[src/hdl/rnsu_ram.sv]
// Generic simple dual-port RAM: one write port, one read port with registered data.
// No dependencies.
`default_nettype none

module rnsu_ram #(
    parameter int unsigned DEPTH = 64,
    parameter int unsigned WIDTH = 32
) (
    input  wire logic                     aclk,
    input  wire logic                     wr_en,
    input  wire logic [$clog2(DEPTH)-1:0] wr_addr,
    input  wire logic [WIDTH-1:0]         wr_data,
    input  wire logic [$clog2(DEPTH)-1:0] rd_addr,
    output logic      [WIDTH-1:0]         rd_data
);

    logic [WIDTH-1:0] mem [DEPTH];

    always_ff @(posedge aclk) begin
        if (wr_en) begin
            mem[wr_addr] <= wr_data;
        end
        rd_data <= mem[rd_addr];
    end

endmodule

`default_nettype wire

[config.mk]
export PLATFORM = sky130hd
export DESIGN_NAME = rnsu_ram
export DESIGN_NICKNAME = d
export VERILOG_FILES = /design/src/hdl/rnsu_ram.sv
export SDC_FILE = /design/constraint.sdc
export NUM_CORES = 2
export LEC_CHECK = 0
export BUFFER_PORTS_ARGS = -buffer_cell sky130_fd_sc_hd__buf_2
export CORE_MARGIN = 3
export CORE_UTILIZATION = 57
export DETAILED_ROUTE_END_ITERATION = 10
export MAX_ROUTING_LAYER = met4
export PLACE_DENSITY_LB_ADDON = 0.15
export SLEW_MARGIN = 10
export SYNTH_ARGS = -nofsm -noshare
export SYNTH_HDL_FRONTEND = slang
export SYNTH_SLANG_ARGS = --single-unit
[constraint.sdc]
create_clock -name aclk -period 3.2 [get_ports aclk]
set_input_delay 0 -clock aclk [delete_from_list [all_inputs] [get_ports aclk]]
set_output_delay 0 -clock aclk [all_outputs]
set_load 0.01 [all_outputs]
; ---- Yosys cells after proc, flatten, opt, wreduce, memory -nomap -nowiden
; Memories as Yosys holds them, arrays and structs flattened. A register that Yosys moved wholly into a read port is not among the register bits.
; Cells that the tools add are included.
[word_totals]
regBits = 0
ramBits = 2048
wordCells = 3
memories = 1
[op_classes]
muxes = 2
[memory_table]
columns = memory, depth, width, rd, rd_ports_with_merged_regs, wr, line
row1 = mem, 64, 32, 1, 1, 1, 17  ; logic [WIDTH-1:0] mem [DEPTH];
[op_table]
columns = cell, n
row1 = 1-bit 2-to-1 mux, 2

; ---- Depth between registers and ports, before layout
[depth]
depth_word = 2
ltp_mapped = 10
ltp_nobuf = 5

; ---- Least setup slack after synthesis
; No wires, ideal clock.
[synth_timing]
kind = input to register
startpoint = input wr_addr[3]
endpoint = memory mem[48][0], enable pin
t_arrival_ps = 2699
required_ps = 2739
setup_slack_ps = 40
cell_stages = 4
cell_sequence = clkbuf_1 -> nor2b_1 -> nand4b_1 -> nor3_1
[synth_rtl]
columns = element, line
row1 = "start, declared", 11  ; input wire logic [$clog2(DEPTH)-1:0] wr_addr,
row2 = "end, declared", 17
; Straight into the memory's write port.

==> qor.yml <==
outcome: "finished clean"
post_cts_buffers: 0
utilization: 0.6574
worstMarginPinSlew_ps: 1256
rsz0062_at_grt: "no"
intPower_uw: 44410
syn-instance-count: 3324
path_cells: "dlygate4sd3_1, buf_2, or3b_1, buf_4, o221ai_1, a21oi_1, a21oi_1, nor2_1"
port_buffers: 77
synth.area.top_cells: "edfxtp_1 78%, mux4_2 16%, mux2i_1 1.2%, dfxtp_1 0.82%, o22ai_1 0.67%"
synth_nets: 3370
yosys.area_share.simple: 0.01265
drc: 0
ios: 78
setup_violations: 0
synth_common_cells: "2048 x edfxtp_1, 544 x mux4_2, 137 x nor2_1, 93 x mux2i_1, 84 x o22ai_1"
start_util: 0.5767
finalWorstPathRequiredPeriod_ps: 2285
grt_usage: 0.2932
synthXorXnorAreaFrac: 0
slowest_stage: "a21oi_1"
die_y_um: 377.1
antenna_found_initial: 24
fin_nets: 3700
ir_drop_mv: 0.4915
grt_pass1_vias: 38070
cp_common_cell: "a21oi_1"
root_buffer: "clkbuf_16"
drv_slew: 0
htreeDepth: 4
cts.reportedPaths.clkPinSlew_ps: 60
worstPathMaxFanout: 9
dpl-instance-area_mm2: 0.08262
synthToLayoutAreaGrowth_pct: 13.99
holdPathStages: 3
synth_cell_types: 34
drt_first_pass_iters: 5
power_density_mw_per_mm2: 627.9
path_depth: 8
avgRoutedWirePerCell_um: 35.07
n_fill_cell: 8573
die-width_um: 377.1
cp_slowest_stage_delay_ps: 670
cp_data_required_time_ps: 3870
hold_viol: 0
ys_async_sr_fraction: 0
clock_skew_ps: 25.12
regArea_mm2: 0.06214
drive_above_1_share: 0.3059
grt_max_degree: 78
max_freq_mhz: 437.6
drt_iter0_drc: 5118
synthAdderAreaFrac: 0
synth_top_area_frac: 0.7833
gp_congestion: 0.8124
avgViaCountPerCell: 6.725
combPwrFrac: 0.049
die_area_mm2: 0.1422
multi_input_area_mm2: 0.01597
start_kind: "input pin"
ys.flop_type: "edfxtp_1"
grt.overflow.total: 0
netSwitchingPower_uw: 11790
reg2reg_depth: 5
wirelength_mm: 197.3
numCtsBuffers: 201
synth_mux_area_frac: 0.1679
vias: 37840
drv_cap: 0
synth_seq_cells: 2080
cp.arrival_ps: 2960
syn_area_mm2: 0.07852
p_sw_frac: 0.2098
synth_compound_area_frac: 0.01673
grt_pass1_wl_mm: 280.4
seq_area_frac_synth: 0.7914
antenna_left: 0
clockBufferDepth: 3
cp_num_buf_inv: 3
coreArea_mm2: 0.1361
yosysWarningCount: 0
dp_hpwl_mm: 110.4
cts_sinks: 2080
slew-limit-headroom: 0.1625
fin_setup_tns_ps: 0
worst-setup-path-type: "in -> reg"
clock_latency_ps: 830
finish.instance_area_mm2: 0.08950
synth_top_family_by_area: "multiplexers"
crit_path_end_kind: "register"
synth_edf_count: 2048
cts_tree: "done"
avgSynthCellArea_um2: 23.62
synth_top_area_cell: "edfxtp_1"
synth_most_common_cell: "edfxtp_1"
leakagePower_uw: 0.02812
placementRows: 135
min-delay-path-class: "in -> reg"
p_seq_frac: 0.540
fin_crit_sh: 0.7141
cp_top_family: "buffers and inverters"
clkPwrFrac: 0.411
==> timing repair <==
item                      in CTS  in global routing
hold buffers                  38                  0
hold endpoints to repair    1898                  0
gates resized for setup        0                  0
==> layout by cell type (no fill, tap or decap), types with 27 or more instances in the layout <==
cell and count:
a21oi_1 62, buf_12 33, dfxtp_1 32, mux4_2 544
clkinv_2 44, buf_2 73, nor2_1 75, dlygate4sd3_1 38
clkinv_1 44, o22ai_1 84, mux2i_1 93, nor2_4 62
buf_4 162, clkbuf_16 204, o221ai_1 27, edfxtp_1 2048
clkbuf_1 46
==> logic make-up (layout without fill, tap and decap cells) <==
group,Yosys count,count (layout)
buffers and inverters,182,686
and+or+nand+nor,223,223
muxes,637,637
AOI/OAI and AO/OA,202,202
other,0,18
DFF,2080,2080
==> sequential cells by signal, summed over array words and instances, names as in the netlist <==
register and cells:
mem 2048, rd_data 32
==> metal layers <==
metal  vias to the layer above  GRT usage  part of all wire
met4                         0    0.08996             0.030
met1                     20390     0.4115              0.38
met2                      2143     0.4361              0.48
li1                      14960          -                 -
met3                       350    0.07025              0.11
met5                         -          -                 0
==> stage by stage <==
step                total power, uW  hold slack [ps]  std cells  setup WS, ps
finish                        56200            68.77       5627         914.8
detailed placement            33640            403.8       5194         393.6
floorplan                     32290            98.87       3324         40.24
global placement              33550            405.4       5194         447.4
CTS                           56520            5.579       5609         977.2
global route                  57800            55.72       5623         899.1
==> area by class of cell <==
| cell class | count | share of cell area |
|---|---|---|
| diodes | 18 | 0.0005033 |
| clock buffers | 259 | 0.06035 |
| clock inverters | 118 | 0.01180 |
| multi-input cells | 1062 | 0.1784 |
| flip-flops and latches | 2080 | 0.6943 |
| well taps | 1781 | 0.02490 |
| repair buffers | 309 | 0.02980 |
==> final timing paths <==
check / from / to / slack [ps]
worst min register to register: mem[28][8]$_DFFE_PP_ / rd_data[8]$_DFF_P_ / 800
worst max-delay path: rd_addr[5] / rd_data[10]$_DFF_P_ / 910
worst min-delay path: wr_addr[0] / mem[19][14]$_DFFE_PP_ / 70
worst max register to register: mem[39][10]$_DFFE_PP_ / rd_data[10]$_DFF_P_ / 990
==> worst reg2reg max path: stages (launching register included) <==
cell and delay [ps]:
edfxtp_1 370, mux4_2 500, o221ai_1 280, a21oi_1 170
a21oi_1 680, nor2_1 80
==> power by group through the flow <==
stage | Sequential [uW] | Clock [uW] | Combinational, uW
5_1_grt | 30300 | 24500 | 2940
3_5_place_dp | 30900 | 0 | 2740
6_report | 30300 | 23100 | 2770
4_1_cts | 30300 | 23400 | 2800
2_1_floorplan | 30800 | 0 | 1470
3_3_place_gp | 30900 | 0 | 2670
No activity file was read; power rests on OpenSTA's default activity.
