===== config.mk =====
export PLATFORM = sky130hd
export DESIGN_NAME = rnsu_cfg
export DESIGN_NICKNAME = d
export VERILOG_FILES = /design/src/hdl/rnsu_pkg.sv /design/src/hdl/rnsu_cfg.sv
export SDC_FILE = /design/constraint.sdc
export NUM_CORES = 1
export LEC_CHECK = 0
export BUFFER_PORTS_ARGS = -buffer_cell sky130_fd_sc_hd__buf_2
export CAP_MARGIN = 30
export CORE_MARGIN = 2
export CORE_UTILIZATION = 54
export DETAILED_ROUTE_END_ITERATION = 7
export PLACE_DENSITY = 0.84
export SKIP_CTS_REPAIR_TIMING = 1
export SYNTH_ARGS = -nofsm -noshare
export SYNTH_HDL_FRONTEND = slang
export SYNTH_SLANG_ARGS = --single-unit

===== constraint.sdc =====
create_clock -name aclk -period 3.7 [get_ports aclk]
set_input_delay 0.74 -clock aclk [delete_from_list [all_inputs] [get_ports aclk]]
set_output_delay 0.74 -clock aclk [all_outputs]
set_load 0.02 [all_outputs]

===== src/hdl/rnsu_pkg.sv =====
// Shared types, sizes and arithmetic helpers of the rate neuron state update core.
// No dependencies; rnsu_cfg, the core and the testbench import this package.
`default_nettype none

package rnsu_pkg;

    localparam int unsigned NEURONS  = 64;
    localparam int unsigned IDX_W    = $clog2(NEURONS);
    localparam int unsigned WADDR_W  = $clog2(NEURONS * NEURONS);
    localparam int unsigned CNT_W    = $clog2(NEURONS + 2);
    localparam int unsigned NEURON_W = 6;
    localparam int unsigned ACT_W    = 17;
    localparam int unsigned Q_W      = 32;
    localparam int unsigned SUM_W    = ACT_W + IDX_W;
    localparam int unsigned ACC_W    = 50 + IDX_W;
    localparam int unsigned CFG_IDX_W = 3;
    localparam int unsigned MA_W     = 35;
    localparam int unsigned MB_W     = 32;
    localparam int unsigned PROD_W   = MA_W + MB_W;
    localparam int unsigned PSH_W    = PROD_W - 16;

    typedef enum logic [CFG_IDX_W-1:0] {
        REG_INHIBITION_GAIN   = 3'd0,
        REG_NOISE_GAIN        = 3'd1,
        REG_STEP_OVER_TAU     = 3'd2,
        REG_STEP_OVER_TAU_ADP = 3'd3,
        REG_INVERSE_TEMP      = 3'd4,
        REG_THRESHOLD         = 3'd5,
        REG_INV_ACTIVE_COUNT  = 3'd6
    } cfg_idx_t;

    typedef struct packed {
        logic [30:0]        inhibition_gain;
        logic [30:0]        noise_gain;
        logic [16:0]        step_over_tau;
        logic [16:0]        step_over_tau_adapt;
        logic [30:0]        inverse_temperature;
        logic signed [31:0] threshold;
        logic [16:0]        inverse_active_count;
    } cfg_t;

    typedef struct packed {
        logic [ACT_W-1:0]   act;
        logic signed [31:0] pot;
        logic signed [31:0] adapt;
    } nstate_t;

    localparam int unsigned NST_W = $bits(nstate_t);

    function automatic logic signed [31:0] sat32(input logic signed [63:0] v);
        logic signed [31:0] r;
        if (v > 64'sd2147483647) begin
            r = 32'sh7FFFFFFF;
        end else if (v < -64'sd2147483648) begin
            r = 32'sh80000000;
        end else begin
            r = v[31:0];
        end
        return r;
    endfunction

    function automatic logic [WADDR_W-1:0] weight_addr(input logic [IDX_W-1:0] row,
                                                       input logic [IDX_W-1:0] col);
        return WADDR_W'(32'(row) * NEURONS + 32'(col));
    endfunction

    // Piecewise linear sigmoid in Q1.16, symmetric around one half.
    function automatic logic [ACT_W-1:0] sigmoid(input logic signed [PSH_W-1:0] z);
        logic signed [PSH_W:0] zz;
        logic [PSH_W:0]        a;
        logic [ACT_W-1:0]      y;
        zz = (PSH_W+1)'(z);
        a  = zz[PSH_W] ? unsigned'(-zz) : unsigned'(zz);
        if (a >= (PSH_W+1)'(327680)) begin
            y = 17'd65536;
        end else if (a >= (PSH_W+1)'(155648)) begin
            y = 17'(a >> 5) + 17'd55296;
        end else if (a >= (PSH_W+1)'(65536)) begin
            y = 17'(a >> 3) + 17'd40960;
        end else begin
            y = 17'(a >> 2) + 17'd32768;
        end
        return zz[PSH_W] ? 17'd65536 - y : y;
    endfunction

endpackage

`default_nettype wire


===== src/hdl/rnsu_cfg.sv =====
// Configuration register bank of the rate neuron state update core.
// Depends on rnsu_pkg for the register index codes and the cfg_t bundle.
`default_nettype none

module rnsu_cfg (
    input  wire logic                               aclk,
    input  wire logic                               aresetn,
    input  wire logic                               cfg_wen,
    input  wire logic [rnsu_pkg::CFG_IDX_W-1:0]     cfg_index,
    input  wire logic [31:0]                        cfg_wdata,
    output rnsu_pkg::cfg_t                          cfg
);
    import rnsu_pkg::*;

    cfg_t cfg_reg;

    always_ff @(posedge aclk) begin
        if (!aresetn) begin
            cfg_reg.inhibition_gain      <= '0;
            cfg_reg.noise_gain           <= '0;
            cfg_reg.step_over_tau        <= 17'd6554;
            cfg_reg.step_over_tau_adapt  <= 17'd655;
            cfg_reg.inverse_temperature  <= 31'd65536;
            cfg_reg.threshold            <= '0;
            cfg_reg.inverse_active_count <= 17'd1024;
        end else if (cfg_wen) begin
            case (cfg_index)
                REG_INHIBITION_GAIN:   cfg_reg.inhibition_gain      <= cfg_wdata[30:0];
                REG_NOISE_GAIN:        cfg_reg.noise_gain           <= cfg_wdata[30:0];
                REG_STEP_OVER_TAU:     cfg_reg.step_over_tau        <= cfg_wdata[16:0];
                REG_STEP_OVER_TAU_ADP: cfg_reg.step_over_tau_adapt  <= cfg_wdata[16:0];
                REG_INVERSE_TEMP:      cfg_reg.inverse_temperature  <= cfg_wdata[30:0];
                REG_THRESHOLD:         cfg_reg.threshold            <= signed'(cfg_wdata);
                REG_INV_ACTIVE_COUNT:  cfg_reg.inverse_active_count <= cfg_wdata[16:0];
                default: ;
            endcase
        end
    end

    assign cfg = cfg_reg;

endmodule

`default_nettype wire


== After elaboration in Yosys (flattened, before gate mapping) ==
Cells that the tools add are included.
Storage, ports and cells
  register bits after elaboration: 176
  bits of input ports: 38
  output and inout port bits: 176
  word-level logic and storage cells: 21
Operators by class
  eq/ne operators: 6
  reductions and logical operators: 8
Operator list (count)
  AND reduction 2 bit: 7
  equality test 3 bit, second input constant: 3
  equality test 3 x 2 -> 1 bit, second input constant: 2
  equality test 3 x 1 -> 1 bit, second input constant: 1
  zero test 3 bit: 1

== Depth between registers and ports, before layout ==
  depth after elaboration: 2
  mapped depth: 5
  gate-level depth less buffers: 2

== Worst setup path after synthesis ==
OpenSTA, ideal clock, no wires.
  path type: input-to-reg
  start: in cfg_index[1] (netlist name)
  end: reg cfg_reg, in the netlist cfg[150]
  library setup time: 0.072 ns
  arrival: 1.651 ns
  path slack: 1.977 ns
  cell stages on the path: 4
  cells stage by stage: buf_4 nor4b_4 buf_6 mux2i_1
Between the ends
  cells in the longest elaborated chain, start to end: 2
Ends and longest elaborated chain
  start: declaration: line rnsu_cfg.sv:9  | input wire logic [rnsu_pkg::CFG_IDX_W-1:0] cfg_index,
  zero test 3 bit: line rnsu_cfg.sv:27  | case (cfg_index)
  AND reduction 2 bit (no source line)
  end: declaration: line rnsu_cfg.sv:15  | cfg_t cfg_reg;
Every way passes these cells.
A chain may end at the register's enable or synchronous reset.

== Worst setup path in the final report ==
  start: in cfg_index[1] (netlist name)
  end: reg cfg_reg, in the netlist cfg[60]
Between the ends
  cells in the longest elaborated chain, start to end: 2
Ends and longest elaborated chain (line)
  equality test 3 bit: rnsu_cfg.sv:27
  AND reduction 2 bit (no source line)
Every way passes these cells.

==> out/qor.yml <==
status:
  run_status: "complete, no violations"
placement:
  place_ws_ns: 1.43
  postPlaceCellArea_sq_um: 7670
  gpl.final_weighted_congestion: 0.805
  hpwl_dp_mm: 11.4
  port_buffers: 213
drt:
  wl_met3_mm: 1.33
  drtAntennaViolNets: 0
  route.vias.total: 5111
  wl_met2_mm: 8.21
  post_drt_wl_per_cell_um: 17.2
  route.top_layer_used: "met4"
  drcViolationCount: 0
  avgViaCountPerCell: 5.23
  detail_route.wirelength.met1_mm: 6.98
  detailedRoute.firstIterationViolations: 304
  wl_mm: 16.8
  detailedRoute.firstPassIterationCount: 6
layout:
  area_delta_synth_final_pct: 25.3
  drive_above_1_share_pct: 30.9
  largest_register_ffs: 176
  layout.nets: 856
  area_of_all_placed_cells_without_fillers_sq_um: 8310
  fin_util_pct: 69.2
  diodes_inserted: 0
sta:
  maxClockFrequency_ghz: 0.535
  setup_total_negative_slack_ns: 0
  timing.final.hold_violations: 0
  setup_violating_endpoint_count_in_the_final_report: 0
  timing.final.crit_period_ns: 1.87
  timing.max_slew.rel_slack_pct: 41.5
  drv_slew: 0
  unrepaired_setup_endpoints_after_global_routing: "no"
  fin_clk_skew_ns: 0
  fin_crit_sh_pct: 50.6
  final.setup.worst_slack_ns: 1.83
  worst_max_slew_pin_slew_ns: 0.875
floorplanning:
  die_x_um: 115
  std_cell_rows: 40
  number_of_ports_placed_on_the_die_boundary: 214
  core_area_sq_um: 12000
  fp.dieArea_sq_um: 13200
  die_h_um: 115
  effective_utilization_at_floorplan_pct: 55.2
worst_setup_path:
  worstSetupStartpointType: "primary input"
  endpoint_kind: "flip-flop"
  critical-path-top-delay-family: "simple AND/OR/NAND/NOR gates"
  reg2reg_from: "cfg[127]"
  cp_cell_sequence: "buf_2, nand4bb_4, mux2i_1"
  worst-endpoint-arrival_ns: 2.20
  r2r_setup_slack_ns: 2.98
  worst-setup-path-type: "primary input to flip-flop"
  crit_fanout: 31
  slowest_stage: "nand4bb_4"
  critPathMaxStageDelay_ns: 0.83
  cp.required_ns: 4.02
  r2r.worst_path.cells: 2
  cp.buffers_inverters: 1
  regToRegEndpoint: "cfg[127]"
power:
  vdd_ir_drop_max_mv: 0.275
  power_density_nw_per_um2: 503
  leakagePower_uw: 0.00424
clocking:
  tritoncts: "done"
  ctsHtreeMaxLevel: 4
  worst_skew_pair.late_latency_ns: 0.41
  cts.sinks: 176
  clk_root_buffer_cell: "clkbuf_16"
  cts-buffers-inserted: 17
  clk_pin_slew_ns: 0.07
  cts.path.max_buffers: 2
hold_path:
  worst_hold_path.endpoint: "cfg[134]"
  hp-start: "cfg[134]"
  hold-path-cell-count: 2
  worst_hold_path_type: "flip-flop to flip-flop"
grt:
  gr-total-overflow: 0
  wire_length_of_the_first_global_routing_pass_mm: 26.1
  global_route.usage.total_pct: 25.4
  first_global_vias: 5153
  pin_count_of_the_biggest_net_entering_global_routing: 82
  grt_antenna_before_repair: 0
synthesis:
  synthesis.instances: 628
  post_synth_num_cell_types: 18
  synth_seq_area_share_pct: 53.1
  register_bit_count_reported_by_yosys: 176
  yosys_warnings: 0
  syn-num-nets: 666
  mappedNetlistArea_sq_um: 6640
  avgSynthCellArea_sq_um: 10.6
run:
  maxCapViolations: 0
[how the worst max path moves through the flow]
stage / to / slack (ns) / cells after the start / start
after global routing: cfg[155] / 1.78 / 4 / cfg_index[0]
after CTS: cfg[60] / 1.83 / 3 / cfg_index[1]
after detailed placement: cfg[43] / 1.43 / 3 / cfg_index[2]
after floorplan: cfg[150] / 1.98 / 4 / cfg_index[1]
final: cfg[60] / 1.83 / 3 / cfg_index[1]
after global placement: cfg[66] / 1.51 / 3 / cfg_index[1]
[worst reg2reg max path, cell delays in order, from the launching register on]
cell and delay, ns:
dfxtp_1 0.36, nand2_1 0.08, mux2i_1 0.19
[power by group]
group | switching [uW] | internal (uW) | leakage, uW
Combinational | 196 | 104 | 0.00250
Sequential | 22.8 | 1940 | 0.00142
Clock | 823 | 1100 | 0.000315
Total | 1040 | 3140 | 0.00424
[metrics by stage]
step                      power, uW  std cells  hold slack, ns
after floorplan                2200        628           0.533
after global placement         2290        946           0.440
after detailed placement       2300        946           0.444
after CTS                      4190        978           0.458
after global routing           4310        978           0.469
final                          4180        978           0.457
[cells in the final DEF (no fill, tap or decap), drive strengths merged]
cell type / instances
nand2: 193
nor2b: 27
nand4b: 3
nor4bb: 2
clkinv: 4
buf: 219
bufinv: 3
mux2i: 176
nor4b: 1
and4b: 1
clkbuf: 17
dfxtp: 176
inv: 8
nand4bb: 1
[synth_stat cells]
cell type	n	area, sq um
nand4bb_1	1	11.3
nand4b_1	1	8.76
clkbuf_1	17	63.8
nor4bb_1	1	10.0
buf_8	3	45.0
dfxtp_1	176	3520
nor4bb_4	1	25.0
nor2b_1	27	169
and4b_1	1	10.0
nor4b_4	1	23.8
buf_6	7	78.8
buf_12	1	20.0
mux2i_1	176	1760
nand4b_4	2	47.6
buf_1	4	15.0
nand2_1	193	724
buf_2	9	45.0
buf_4	7	52.6
[layer usage]
layer | vias to the layer above | global-route usage, %
met1 | 2450 | 29.7
li1 | 2449 | -
met5 | - | 0
met4 | 0 | 8.67
met3 | 26 | 9.86
met2 | 186 | 42.9
[cell families after synthesis]
| logic type | after synthesis | synth area share [%] |
|---|---|---|
| AND/OR/NAND/NOR | 228 | 15.5 |
| multiplexers | 176 | 26.6 |
| flip-flops | 176 | 53.1 |
| buffers and inverters | 48 | 4.83 |
[final cells by class]
class | instances | area, sq um
Fill cell | 894 | 3700
Multi-Input combinational cell | 404 | 2820
Clock inverter | 15 | 215
Clock buffer | 17 | 425
Timing Repair Buffer | 219 | 1140
Sequential cell | 176 | 3520
Tap cell | 147 | 184
Note: power is estimated with default switching activity, not from simulation.
